File: src/sv/okl_pkg.sv
package okl_pkg;

  // Default list size and fixed field widths.
  localparam int OKL_CAPACITY    = 16;
  localparam int OKL_DATA_W      = 16;
  localparam int OKL_OP_W        = 2;
  localparam int OKL_COUNT_OUT_W = 5;

  // Request codes.
  typedef enum logic [OKL_OP_W-1:0] {
    OP_INS_FRONT = 2'd0,
    OP_INS_BACK  = 2'd1,
    OP_REMOVE    = 2'd2,
    OP_SEARCH    = 2'd3
  } okl_op_t;

  // Sequencer states.
  typedef enum logic [1:0] {
    ST_IDLE,
    ST_MATCH,
    ST_APPLY
  } okl_state_t;

  // Per-cell update command; at most one bit is set.
  typedef struct packed {
    logic load;        // take the request entry
    logic from_left;   // take the entry of the cell one position lower
    logic from_right;  // take the entry of the cell one position higher
  } okl_cell_ctl_t;

endpackage

File: src/sv/okl_if.sv
// Request channel: one transaction carries one list request.
interface okl_in_if import okl_pkg::*; ();
  logic                  valid;
  logic                  ready;
  logic [OKL_OP_W-1:0]   opcode;
  logic [OKL_DATA_W-1:0] key;
  logic [OKL_DATA_W-1:0] payload;

  modport source (output valid, output opcode, output key, output payload, input ready);
  modport sink   (input valid, input opcode, input key, input payload, output ready);
endinterface

// Result channel: one transaction carries the outcome of one request.
interface okl_out_if import okl_pkg::*; ();
  logic                       valid;
  logic                       ready;
  logic                       ok;
  logic [OKL_DATA_W-1:0]      found_payload;
  logic [OKL_COUNT_OUT_W-1:0] entry_count;

  modport source (output valid, output ok, output found_payload, output entry_count,
                  input ready);
  modport sink   (input valid, input ok, input found_payload, input entry_count,
                  output ready);
endinterface

File: src/sv/okl_cell.sv
module okl_cell import okl_pkg::*; (
  input  logic                  clk,
  input  okl_cell_ctl_t         ctl,
  input  logic                  occupied,
  input  logic [OKL_DATA_W-1:0] req_key,
  input  logic [OKL_DATA_W-1:0] req_payload,
  input  logic [OKL_DATA_W-1:0] left_key,
  input  logic [OKL_DATA_W-1:0] left_payload,
  input  logic [OKL_DATA_W-1:0] right_key,
  input  logic [OKL_DATA_W-1:0] right_payload,
  output logic [OKL_DATA_W-1:0] key,
  output logic [OKL_DATA_W-1:0] payload,
  output logic                  match
);

  logic [OKL_DATA_W-1:0] key_r;
  logic [OKL_DATA_W-1:0] payload_r;
  logic                  match_r;

  // Entry storage: load a new entry or shift from a neighbor, otherwise hold.
  always_ff @(posedge clk) begin
    priority if (ctl.load) begin
      key_r     <= req_key;
      payload_r <= req_payload;
    end else if (ctl.from_left) begin
      key_r     <= left_key;
      payload_r <= left_payload;
    end else if (ctl.from_right) begin
      key_r     <= right_key;
      payload_r <= right_payload;
    end else begin
      key_r     <= key_r;
      payload_r <= payload_r;
    end
  end

  // Key compare against the pending request, registered for the update cycle.
  always_ff @(posedge clk) begin
    match_r <= occupied && (key_r == req_key);
  end

  assign key     = key_r;
  assign payload = payload_r;
  assign match   = match_r;

endmodule

File: src/sv/ordered_key_list_unit.sv
// Bounded ordered list of up to CAPACITY key/payload entries, held in a row of
// cells with position 0 at the front. A request inserts at the front or back,
// removes the first entry whose key matches, or looks up the first match and
// returns its payload; every result also reports the entry count after the
// request. One request is in work at a time, in a match state and then an
// apply state: first every cell compares its key with the request key, then
// the cells shift by one position to open or close a gap where needed and the
// result is registered. A new request is taken as the apply state completes,
// not before, and the apply state waits while the result slot is full. An
// insert into a full list and a remove or search without a match return ok
// low and change nothing.
module ordered_key_list_unit import okl_pkg::*; #(
  parameter int CAPACITY = OKL_CAPACITY
) (
  input  logic       clk,
  input  logic       rst_n,
  okl_in_if.sink     in_ch,
  okl_out_if.source  out_ch
);

  localparam int CW = $clog2(CAPACITY + 1);

  okl_state_t state_r, state_nxt;
  logic [CW-1:0] count_r, count_nxt;

  okl_op_t               req_op_r;
  logic [OKL_DATA_W-1:0] req_key_r;
  logic [OKL_DATA_W-1:0] req_payload_r;

  logic                       out_valid_r, out_valid_nxt;
  logic                       out_ok_r;
  logic [OKL_DATA_W-1:0]      out_found_r;
  logic [OKL_COUNT_OUT_W-1:0] out_count_r;

  logic [OKL_DATA_W-1:0] cell_key     [CAPACITY];
  logic [OKL_DATA_W-1:0] cell_payload [CAPACITY];
  logic [CAPACITY-1:0]   match;
  logic [CAPACITY-1:0]   hit_le;
  logic [CAPACITY-1:0]   first;
  okl_cell_ctl_t         cell_ctl [CAPACITY];

  logic                  apply_go;
  logic                  accept;
  logic                  not_full;
  logic                  any_hit;
  logic                  res_ok;
  logic [OKL_DATA_W-1:0] res_found;

  // Handshake: a result slot is free when empty or drained this cycle.
  assign apply_go     = (state_r == ST_APPLY) && (!out_valid_r || out_ch.ready);
  assign in_ch.ready  = (state_r == ST_IDLE) || apply_go;
  assign accept       = in_ch.valid && in_ch.ready;
  assign not_full     = count_r < CW'(CAPACITY);
  assign any_hit      = |match;

  // Row of cells with per-position shift control and first-match detection.
  for (genvar i = 0; i < CAPACITY; i++) begin : g_cell
    logic [OKL_DATA_W-1:0] left_key, left_payload, right_key, right_payload;

    assign hit_le[i] = |match[i:0];

    if (i == 0) begin : g_front
      assign first[i]     = match[i];
      assign left_key     = req_key_r;
      assign left_payload = req_payload_r;
    end else begin : g_inner
      assign first[i]     = match[i] && !hit_le[i-1];
      assign left_key     = cell_key[i-1];
      assign left_payload = cell_payload[i-1];
    end

    if (i == CAPACITY - 1) begin : g_back
      assign right_key     = cell_key[i];
      assign right_payload = cell_payload[i];
    end else begin : g_mid
      assign right_key     = cell_key[i+1];
      assign right_payload = cell_payload[i+1];
    end

    always_comb begin
      cell_ctl[i] = '0;
      if (apply_go) begin
        unique case (req_op_r)
          OP_INS_FRONT: begin
            cell_ctl[i].load      = not_full && (i == 0);
            cell_ctl[i].from_left = not_full && (i != 0);
          end
          OP_INS_BACK: begin
            cell_ctl[i].load = not_full && (count_r == CW'(i));
          end
          OP_REMOVE: begin
            cell_ctl[i].from_right = hit_le[i];
          end
          OP_SEARCH: begin
            cell_ctl[i] = '0;
          end
          default: begin
            cell_ctl[i] = '0;
          end
        endcase
      end
    end

    okl_cell u_cell (
      .clk           (clk),
      .ctl           (cell_ctl[i]),
      .occupied      (count_r > CW'(i)),
      .req_key       (req_key_r),
      .req_payload   (req_payload_r),
      .left_key      (left_key),
      .left_payload  (left_payload),
      .right_key     (right_key),
      .right_payload (right_payload),
      .key           (cell_key[i]),
      .payload       (cell_payload[i]),
      .match         (match[i])
    );
  end

  // Payload of the first matching cell, one-hot AND-OR select.
  always_comb begin
    res_found = '0;
    for (int i = 0; i < CAPACITY; i++) begin
      res_found = res_found | (cell_payload[i] & {OKL_DATA_W{first[i]}});
    end
  end

  // Outcome and count update of the request in its update cycle.
  always_comb begin
    count_nxt = count_r;
    res_ok    = 1'b0;
    unique case (req_op_r)
      OP_INS_FRONT, OP_INS_BACK: begin
        res_ok = not_full;
        if (apply_go && not_full) begin
          count_nxt = count_r + CW'(1);
        end
      end
      OP_REMOVE: begin
        res_ok = any_hit;
        if (apply_go && any_hit) begin
          count_nxt = count_r - CW'(1);
        end
      end
      OP_SEARCH: begin
        res_ok = any_hit;
      end
      default: begin
        res_ok = 1'b0;
      end
    endcase
  end

  // Sequencer next state.
  always_comb begin
    state_nxt = state_r;
    unique case (state_r)
      ST_IDLE: begin
        if (accept) begin
          state_nxt = ST_MATCH;
        end
      end
      ST_MATCH: begin
        state_nxt = ST_APPLY;
      end
      ST_APPLY: begin
        if (accept) begin
          state_nxt = ST_MATCH;
        end else if (apply_go) begin
          state_nxt = ST_IDLE;
        end
      end
      default: begin
        state_nxt = ST_IDLE;
      end
    endcase
  end

  // Result slot occupancy.
  always_comb begin
    if (apply_go) begin
      out_valid_nxt = 1'b1;
    end else if (out_ch.ready) begin
      out_valid_nxt = 1'b0;
    end else begin
      out_valid_nxt = out_valid_r;
    end
  end

  // Control registers.
  always_ff @(posedge clk) begin
    if (!rst_n) begin
      state_r     <= ST_IDLE;
      count_r     <= '0;
      out_valid_r <= 1'b0;
    end else begin
      state_r     <= state_nxt;
      count_r     <= count_nxt;
      out_valid_r <= out_valid_nxt;
    end
  end

  // Pending request capture.
  always_ff @(posedge clk) begin
    if (accept) begin
      req_op_r      <= okl_op_t'(in_ch.opcode);
      req_key_r     <= in_ch.key;
      req_payload_r <= in_ch.payload;
    end
  end

  // Result register.
  always_ff @(posedge clk) begin
    if (apply_go) begin
      out_ok_r    <= res_ok;
      out_found_r <= (req_op_r == OP_SEARCH && any_hit) ? res_found : '0;
      out_count_r <= OKL_COUNT_OUT_W'(count_nxt);
    end
  end

  assign out_ch.valid         = out_valid_r;
  assign out_ch.ok            = out_ok_r;
  assign out_ch.found_payload = out_found_r;
  assign out_ch.entry_count   = out_count_r;

endmodule

File: src/flat_wrapper.sv
// flat-port wrapper written by rule: the top's interface ports become plain ports
module ordered_key_list_unit_flat import okl_pkg::*;
#(
  parameter int CAPACITY = OKL_CAPACITY
)
  (clk, rst_n, in_ch_valid, in_ch_opcode, in_ch_key, in_ch_payload, in_ch_ready, out_ch_valid, out_ch_ok, out_ch_found_payload, out_ch_entry_count, out_ch_ready);
  okl_in_if in_ch_i ();
  okl_out_if out_ch_i ();
  input  logic clk;
  input  logic rst_n;
  input wire logic [$bits(in_ch_i.valid)-1:0] in_ch_valid;
  input wire logic [$bits(in_ch_i.opcode)-1:0] in_ch_opcode;
  input wire logic [$bits(in_ch_i.key)-1:0] in_ch_key;
  input wire logic [$bits(in_ch_i.payload)-1:0] in_ch_payload;
  output wire logic [$bits(in_ch_i.ready)-1:0] in_ch_ready;
  output wire logic [$bits(out_ch_i.valid)-1:0] out_ch_valid;
  output wire logic [$bits(out_ch_i.ok)-1:0] out_ch_ok;
  output wire logic [$bits(out_ch_i.found_payload)-1:0] out_ch_found_payload;
  output wire logic [$bits(out_ch_i.entry_count)-1:0] out_ch_entry_count;
  input wire logic [$bits(out_ch_i.ready)-1:0] out_ch_ready;
  assign in_ch_i.valid = in_ch_valid;
  assign in_ch_i.opcode = in_ch_opcode;
  assign in_ch_i.key = in_ch_key;
  assign in_ch_i.payload = in_ch_payload;
  assign in_ch_ready = in_ch_i.ready;
  assign out_ch_valid = out_ch_i.valid;
  assign out_ch_ok = out_ch_i.ok;
  assign out_ch_found_payload = out_ch_i.found_payload;
  assign out_ch_entry_count = out_ch_i.entry_count;
  assign out_ch_i.ready = out_ch_ready;
  ordered_key_list_unit #(.CAPACITY(CAPACITY)) u_core (.clk(clk), .rst_n(rst_n), .in_ch(in_ch_i), .out_ch(out_ch_i));
endmodule
File: config.mk
export PLATFORM = sky130hd
export DESIGN_NAME = ordered_key_list_unit_flat
export DESIGN_NICKNAME = d
export VERILOG_FILES = /design/src/sv/okl_pkg.sv /design/src/sv/okl_if.sv /design/src/sv/okl_cell.sv /design/src/sv/ordered_key_list_unit.sv /design/src/flat_wrapper.sv
export SDC_FILE = /design/constraint.sdc
export NUM_CORES = 1
export LEC_CHECK = 0
export BUFFER_PORTS_ARGS = -buffer_cell sky130_fd_sc_hd__buf_2
export CORE_ASPECT_RATIO = 0.7
export CORE_MARGIN = 8
export CORE_UTILIZATION = 40
export CTS_BUF_LIST = sky130_fd_sc_hd__clkbuf_4 sky130_fd_sc_hd__clkbuf_8
export CTS_CLUSTER_DIAMETER = 200
export DETAILED_ROUTE_END_ITERATION = 6
export PLACE_DENSITY_LB_ADDON = 0.1
export SYNTH_ARGS = -nofsm -noshare
export SYNTH_HDL_FRONTEND = slang
export SYNTH_SLANG_ARGS = --single-unit
export TNS_END_PERCENT = 30
File: constraint.sdc
create_clock -name clk -period 3.1 [get_ports clk]
set_input_delay 0.155 -clock clk [delete_from_list [all_inputs] [get_ports clk]]
set_output_delay 0.155 -clock clk [all_outputs]
set_load 0.01 [all_outputs]
==> impl_metrics.json, run 1 <==
{
  "first_pass_iters": 6,
  "path_clk_slew_ns": 0.06,
  "fin_skew_ns": 0.04698,
  "die-width_um": 360.0,
  "dpl.cell_count": 4403,
  "synth_cell_types": 61,
  "portBuffers": 61,
  "drive_above_1_share_pct": 14.73,
  "grt_start_max_net_pins": 69,
  "drt_iter0_drc": 3992,
  "postRouteAntennaNets": 0,
  "synth_edf_count": 568,
  "vias": 27730,
  "rrSetupSlack_ns": 0.36,
  "total_power_w": 0.01704,
  "cts-hold-fix-buffers": 37,
  "hold_depth": 5,
  "required_ns": 3.67,
  "fin_ws_ns": 0.3609,
  "cts-buffers-inserted": 99,
  "crit_fanout": 39,
  "maxCapViolCount": 0,
  "cts.sinks": 592,
  "status": "completed",
  "hp-start": "out_ch_ready",
  "max_freq_mhz": 365.1,
  "syn_inst": 3405,
  "viasPerCell": 5.998,
  "ys_warn_count": 0,
  "cts_resized": 0,
  "htreeDepth": 3,
  "setup_viol": 0,
  "setup_tns_ns": 0,
  "synth_flop_cell": "edfxtp_1",
  "min_period_ns": 2.739,
  "critPathKind": "reg2reg",
  "avgRoutedWirePerCell_um": 26.13,
  "n_antenna_cell": 0,
  "clk_path_buf_depth": 3,
  "fillers": 7723,
  "dp_hpwl_um": 82260,
  "min_to": "u_core.state_r[1]$_SDFFE_PN0P_",
  "rsz0062_at_grt": "false",
  "regToRegStartpoint": "u_core.state_r[0]$_SDFFE_PN0P_",
  "ys_seq_elements": 592,
  "cts_setup_buffers": 0,
  "min_path_type": "in2reg",
  "async_flop_share_pct": 0,
  "crit_path_start_kind": "register",
  "wl_um": 120800,
  "io_pins": 62,
  "place.gp.congestion": 0.8688,
  "regArea_um2": 17540,
  "rows": 88,
  "max-slew-margin-rel_pct": 34.76,
  "grt_pass1_wl_um": 175600,
  "grt_usage_pct": 25.05,
  "overflow": 0,
  "rr_endpoint": "u_core.g_cell[4].u_cell.payload[2]$_DFFE_PP_",
  "syn_area_um2": 33130,
  "cts_root_buf": "clkbuf_8",
  "pre_cts_ws_ns": 0.3947,
  "syn_to_final_growth_pct": 14.10,
  "grt_pass1_vias": 25650,
  "endpoint_kind": "register",
  "nets": 3504,
  "cp.arrival_ns": 3.31,
  "die_area_um2": 92440,
  "finalCritPeriodShare_pct": 88.36,
  "utilization_pct": 45.96,
  "worstSkewPairLatency_ns": 0.76,
  "cts_tree": "yes",
  "worstMarginPinSlew_ns": 0.9787,
  "multi_input_area_um2": 14380,
  "power_leakage_nw": 14.15,
  "synth_seq_area_share_pct": 52.93,
  "peakVddDrop_v": 0.0003062,
  "synth_fp_nets": 3448,
  "drc": 0,
  "die_height_um": 256.8,
  "drv_slew": 0,
  "finalNonFillerCells": 4623,
  "reg2reg_depth": 7,
  "avgSynthCellArea_um2": 9.730,
  "start_util_pct": 40.28,
  "antenna_found_initial": 2,
  "hold_violations": 0,
  "cellPowerDensity_nw_per_um2": 450.7,
  "core_um2": 82250
}
==> state kept, by name, summed over array words and instances (netlist names), 2 cells and up <==
signal                        count
u_core.g_cell.left_key           16
u_core.req_op_r                   2
u_core.out_ch.entry_count         5
u_core.count_r                    5
u_core.g_cell.left_payload       16
u_core.g_cell.u_cell.key        256
u_core.state_r                    2
u_core.g_cell.u_cell.match       16
u_core.g_cell.u_cell.payload    256
u_core.out_ch.found_payload      16
==> placed cells by master (no fill, tap or decap), drive strengths merged, types with 51 or more instances in the layout <==
cell | Yosys | layout
a31oi | 331 | 331
o21ai | 91 | 91
clkbuf | 222 | 150
xnor2 | 97 | 97
nor2 | 415 | 415
nor4 | 51 | 51
buf | 98 | 238
nand2 | 759 | 759
a21oi | 99 | 99
xor2 | 163 | 163
edfxtp | 568 | 568
mux2i | 128 | 128
mux2 | 66 | 66
==> cells by family after synthesis <==
logic type      Yosys count  synth area share [%]
fa+ha+maj                 5                0.1888
buf+inv                 339                 4.215
compound gates          662                 12.92
simple gates           1353                 16.76
xor+xnor                260                 6.873
flops                   592                 52.93
mux                     194                 6.110
==> worst max-delay path, stage by stage (launching register included) <==
cell and delay, ns:
dfxtp_1 0.32, nand2b_1 0.33, nor4_4 0.54, nor2b_4 0.46, buf_12 0.30, buf_4 0.29
nand2_1 0.09, a31oi_1 0.24
==> where the power goes <==
| part | switching [W] | internal (W) | leakage, nW |
|---|---|---|---|
| Clock | 0.00346 | 0.00379 | 1.06 |
| Sequential | 0.000191 | 0.00879 | 5.33 |
| Combinational | 0.000479 | 0.000325 | 7.76 |
==> per-stage QoR <==
step,cell area (um^2),hold slack (ns)
3_5_place_dp,35450,0.3331
3_3_place_gp,35450,0.3316
5_1_grt,37800,0.06770
6_report,37800,0.06686
2_1_floorplan,33140,0.2539
4_1_cts,37800,0.01388
==> cell usage after synthesis, types with 7 or more instances <==
master | number | area share, %
mux2i_1 | 128 | 3.9
o21ai_0 | 91 | 1.4
mux2_2 | 66 | 2.2
a211o_1 | 12 | 0.32
buf_1 | 40 | 0.45
a31oi_1 | 331 | 6.3
nand2_1 | 759 | 8.6
a221oi_1 | 32 | 0.85
nand4_1 | 34 | 0.64
buf_2 | 47 | 0.71
a21oi_1 | 99 | 1.5
inv_1 | 19 | 0.22
dfxtp_1 | 24 | 1.5
a22o_1 | 27 | 0.71
nor4_1 | 49 | 0.93
nor3_1 | 9 | 0.14
nor2_1 | 414 | 4.7
a222oi_1 | 15 | 0.45
nor2b_1 | 12 | 0.23
xor2_1 | 163 | 4.3
xnor2_1 | 97 | 2.6
and2_1 | 8 | 0.15
buf_4 | 7 | 0.16
and3_1 | 7 | 0.13
clkbuf_1 | 222 | 2.5
nand3_1 | 30 | 0.45
a22oi_1 | 19 | 0.43
edfxtp_1 | 568 | 51
==> routing by layer <==
layer	track usage [%]	vias up	part of all wire, %
li1	-	12370	-
met5	0	-	0
met2	33.21	1658	39
met3	6.210	215	12
met1	39.66	13480	47
met4	6.473	0	2.5
==> worst max-delay path by stage <==
stage / start / endpoint / slack (ns) / depth (start not counted)
2_1_floorplan: u_core.out_ch.valid$_SDFFE_PN0P_ / u_core.g_cell[4].u_cell.key[0]$_DFFE_PP_ / -0.03 / 8
3_3_place_gp: u_core.state_r[0]$_SDFFE_PN0P_ / u_core.g_cell[4].u_cell.payload[2]$_DFFE_PP_ / 0.45 / 7
3_5_place_dp: u_core.state_r[0]$_SDFFE_PN0P_ / u_core.g_cell[13].u_cell.payload[3]$_DFFE_PP_ / 0.39 / 7
4_1_cts: u_core.state_r[0]$_SDFFE_PN0P_ / u_core.g_cell[4].u_cell.payload[2]$_DFFE_PP_ / 0.38 / 7
5_1_grt: u_core.state_r[0]$_SDFFE_PN0P_ / u_core.g_cell[11].u_cell.payload[7]$_DFFE_PP_ / 0.18 / 7
6_report: u_core.state_r[0]$_SDFFE_PN0P_ / u_core.g_cell[4].u_cell.payload[2]$_DFFE_PP_ / 0.36 / 7
==> layout make-up <==
type,instances,area share (%)
Clock buffer,150,4.766
Clock inverter,33,0.4899
Inverter,19,0.1887
Multi-Input combinational cell,2474,38.03
Sequential cell,592,46.39
Tap cell,1080,3.575
Timing Repair Buffer,275,6.560
Note: power is estimated with default switching activity, not from simulation.
==> inputs of run 2 (changes only) <==
Settings changed: CTS_BUF_LIST sky130_fd_sc_hd__clkbuf_4 sky130_fd_sc_hd__clkbuf_8 to sky130_fd_sc_hd__clkbuf_4 sky130_fd_sc_hd__clkbuf_8 sky130_fd_sc_hd__clkbuf_16.
==> run 2 against run 1 <==
  * The flow now finishes with violations (design-rule violations)
  * Sequential share of layout area fell by 0.24 points
  * Total power up 5.3%
  * Sequential power is essentially flat
  * First-iteration DRC count decreased by 0.73%
  * Wire length is 0.39% lower
  * Critical endpoint is now u_core.g_cell[4].u_cell.payload[3]$_DFFE_PP_
  * Largest cell class unchanged
==> impl_metrics.json, run 2 (synthesis gave the netlist of run 1 again) <==
{
  "setup_tns_ns": 0,
  "cts_setup_buffers": 0,
  "hold_violations": 0,
  "cts_tree": "yes",
  "first_pass_iters": 7,
  "dp_hpwl_um": 82260,
  "path_clk_slew_ns": 0.06,
  "postRouteAntennaNets": 0,
  "worstSkewPairLatency_ns": 0.62,
  "status": "finished, violations left",
  "rsz0062_at_grt": "false",
  "die_area_um2": 92440,
  "cts_root_buf": "clkbuf_16",
  "place.gp.congestion": 0.8688,
  "rows": 88,
  "required_ns": 3.54,
  "cts.sinks": 592,
  "setup_viol": 0,
  "total_power_w": 0.01795,
  "power_leakage_nw": 14.19,
  "core_um2": 82250,
  "cts-hold-fix-buffers": 37,
  "drv_slew": 0,
  "fin_skew_ns": 0.02624,
  "fin_ws_ns": 0.3276,
  "overflow": 0,
  "grt_usage_pct": 24.94,
  "min_period_ns": 2.772,
  "grt_pass1_wl_um": 174800,
  "finalCritPeriodShare_pct": 89.43,
  "antenna_found_initial": 3,
  "drc": 2,
  "nets": 3472,
  "drt_iter0_drc": 3963,
  "max_freq_mhz": 360.7,
  "htreeDepth": 3,
  "final_cell_mix": "754 x nand2_1, 568 x edfxtp_1, 413 x nor2_1",
  "grt_pass1_vias": 25360,
  "violations": "design-rule violations",
  "drive_above_1_share_pct": 13.27,
  "die-width_um": 360.0,
  "start_util_pct": 40.28,
  "n_antenna_cell": 0,
  "peakVddDrop_v": 0.0003757,
  "io_pins": 62,
  "crit_fanout": 39,
  "portBuffers": 61,
  "vias": 27580,
  "max-slew-margin-rel_pct": 32.99,
  "crit_path_start_kind": "register",
  "die_height_um": 256.8,
  "grt_start_max_net_pins": 69,
  "cts-buffers-inserted": 67,
  "cts_resized": 0,
  "critPathKind": "reg2reg",
  "regArea_um2": 17540,
  "worstMarginPinSlew_ns": 1.005,
  "min_path_type": "in2reg",
  "avgRoutedWirePerCell_um": 26.38,
  "wl_um": 120300,
  "endpoint_kind": "register",
  "viasPerCell": 6.048,
  "syn_to_final_growth_pct": 14.69,
  "clk_path_buf_depth": 3,
  "cp.arrival_ns": 3.21,
  "maxCapViolCount": 0,
  "pre_cts_ws_ns": 0.3947,
  "fillers": 7666,
  "final_common_cell": "nand2_1",
  "multi_input_area_um2": 14380,
  "cellPowerDensity_nw_per_um2": 472.3
}
-- run 2: path summary, 6_finish.rpt --
| kind | end | startpoint | slack, ns | cells after the start |
|---|---|---|---|---|
| setup / recovery | u_core.g_cell[4].u_cell.payload[3]$_DFFE_PP_ | u_core.state_r[0]$_SDFFE_PN0P_ | 0.33 | 7 |
| setup reg to reg | u_core.g_cell[4].u_cell.payload[3]$_DFFE_PP_ | u_core.state_r[0]$_SDFFE_PN0P_ | 0.33 | 7 |
| hold reg to reg | u_core.g_cell[0].u_cell.payload[8]$_DFFE_PP_ | u_core.g_cell[1].u_cell.payload[8]$_DFFE_PP_ | 0.62 | 1 |
| hold / removal | u_core.state_r[1]$_SDFFE_PN0P_ | out_ch_ready | 0.19 | 5 |
-- run 2: through the flow --
step                area [um^2]  util, %  std cells  hold WS, ns
detailed placement        35450    43.10       4403       0.3331
floorplan                 33140        -       3405       0.2539
global route              38000    46.20       4561       0.2080
finish                    38000    46.20       4561       0.1917
CTS                       38000    46.20       4561       0.1612
global placement          35450    43.10       4403       0.3316
-- run 2: cell type report --
| cell class | instances | share of cell area (%) |
|---|---|---|
| tap | 1080 | 3.556 |
| sequential | 592 | 46.15 |
| multi-input combinational | 2474 | 37.83 |
| clock inverter | 27 | 0.5828 |
| inverter | 19 | 0.1877 |
| timing repair buffer | 275 | 6.526 |
| clock buffer | 94 | 5.163 |
-- run 2: power breakdown --
group	switching [W]	total (W)	internal (W)	leakage [nW]
Combinational	0.000478	0.000802	0.000324	7.76
Sequential	0.000190	0.00898	0.00879	5.33
Clock	0.00341	0.00816	0.00475	1.10
Total	0.00408	0.0179	0.0139	14.2
-- run 2: routing by layer --
layer  wire length [um]  track usage, %  vias up
met4               2425           5.964        0
met3              13360           5.710      163
met1              57480           39.81    13530
li1                   -               -    12280
met5                  0               0        -
met2              47050           33.28     1608
-- run 2: worst max-delay path, stage by stage, from the launching register on --
cell and delay (ns):
dfxtp_1 0.32, nand2b_1 0.34, nor4_4 0.55, nor2b_4 0.46
buf_12 0.30, buf_4 0.29, nand2_1 0.08, a31oi_1 0.24
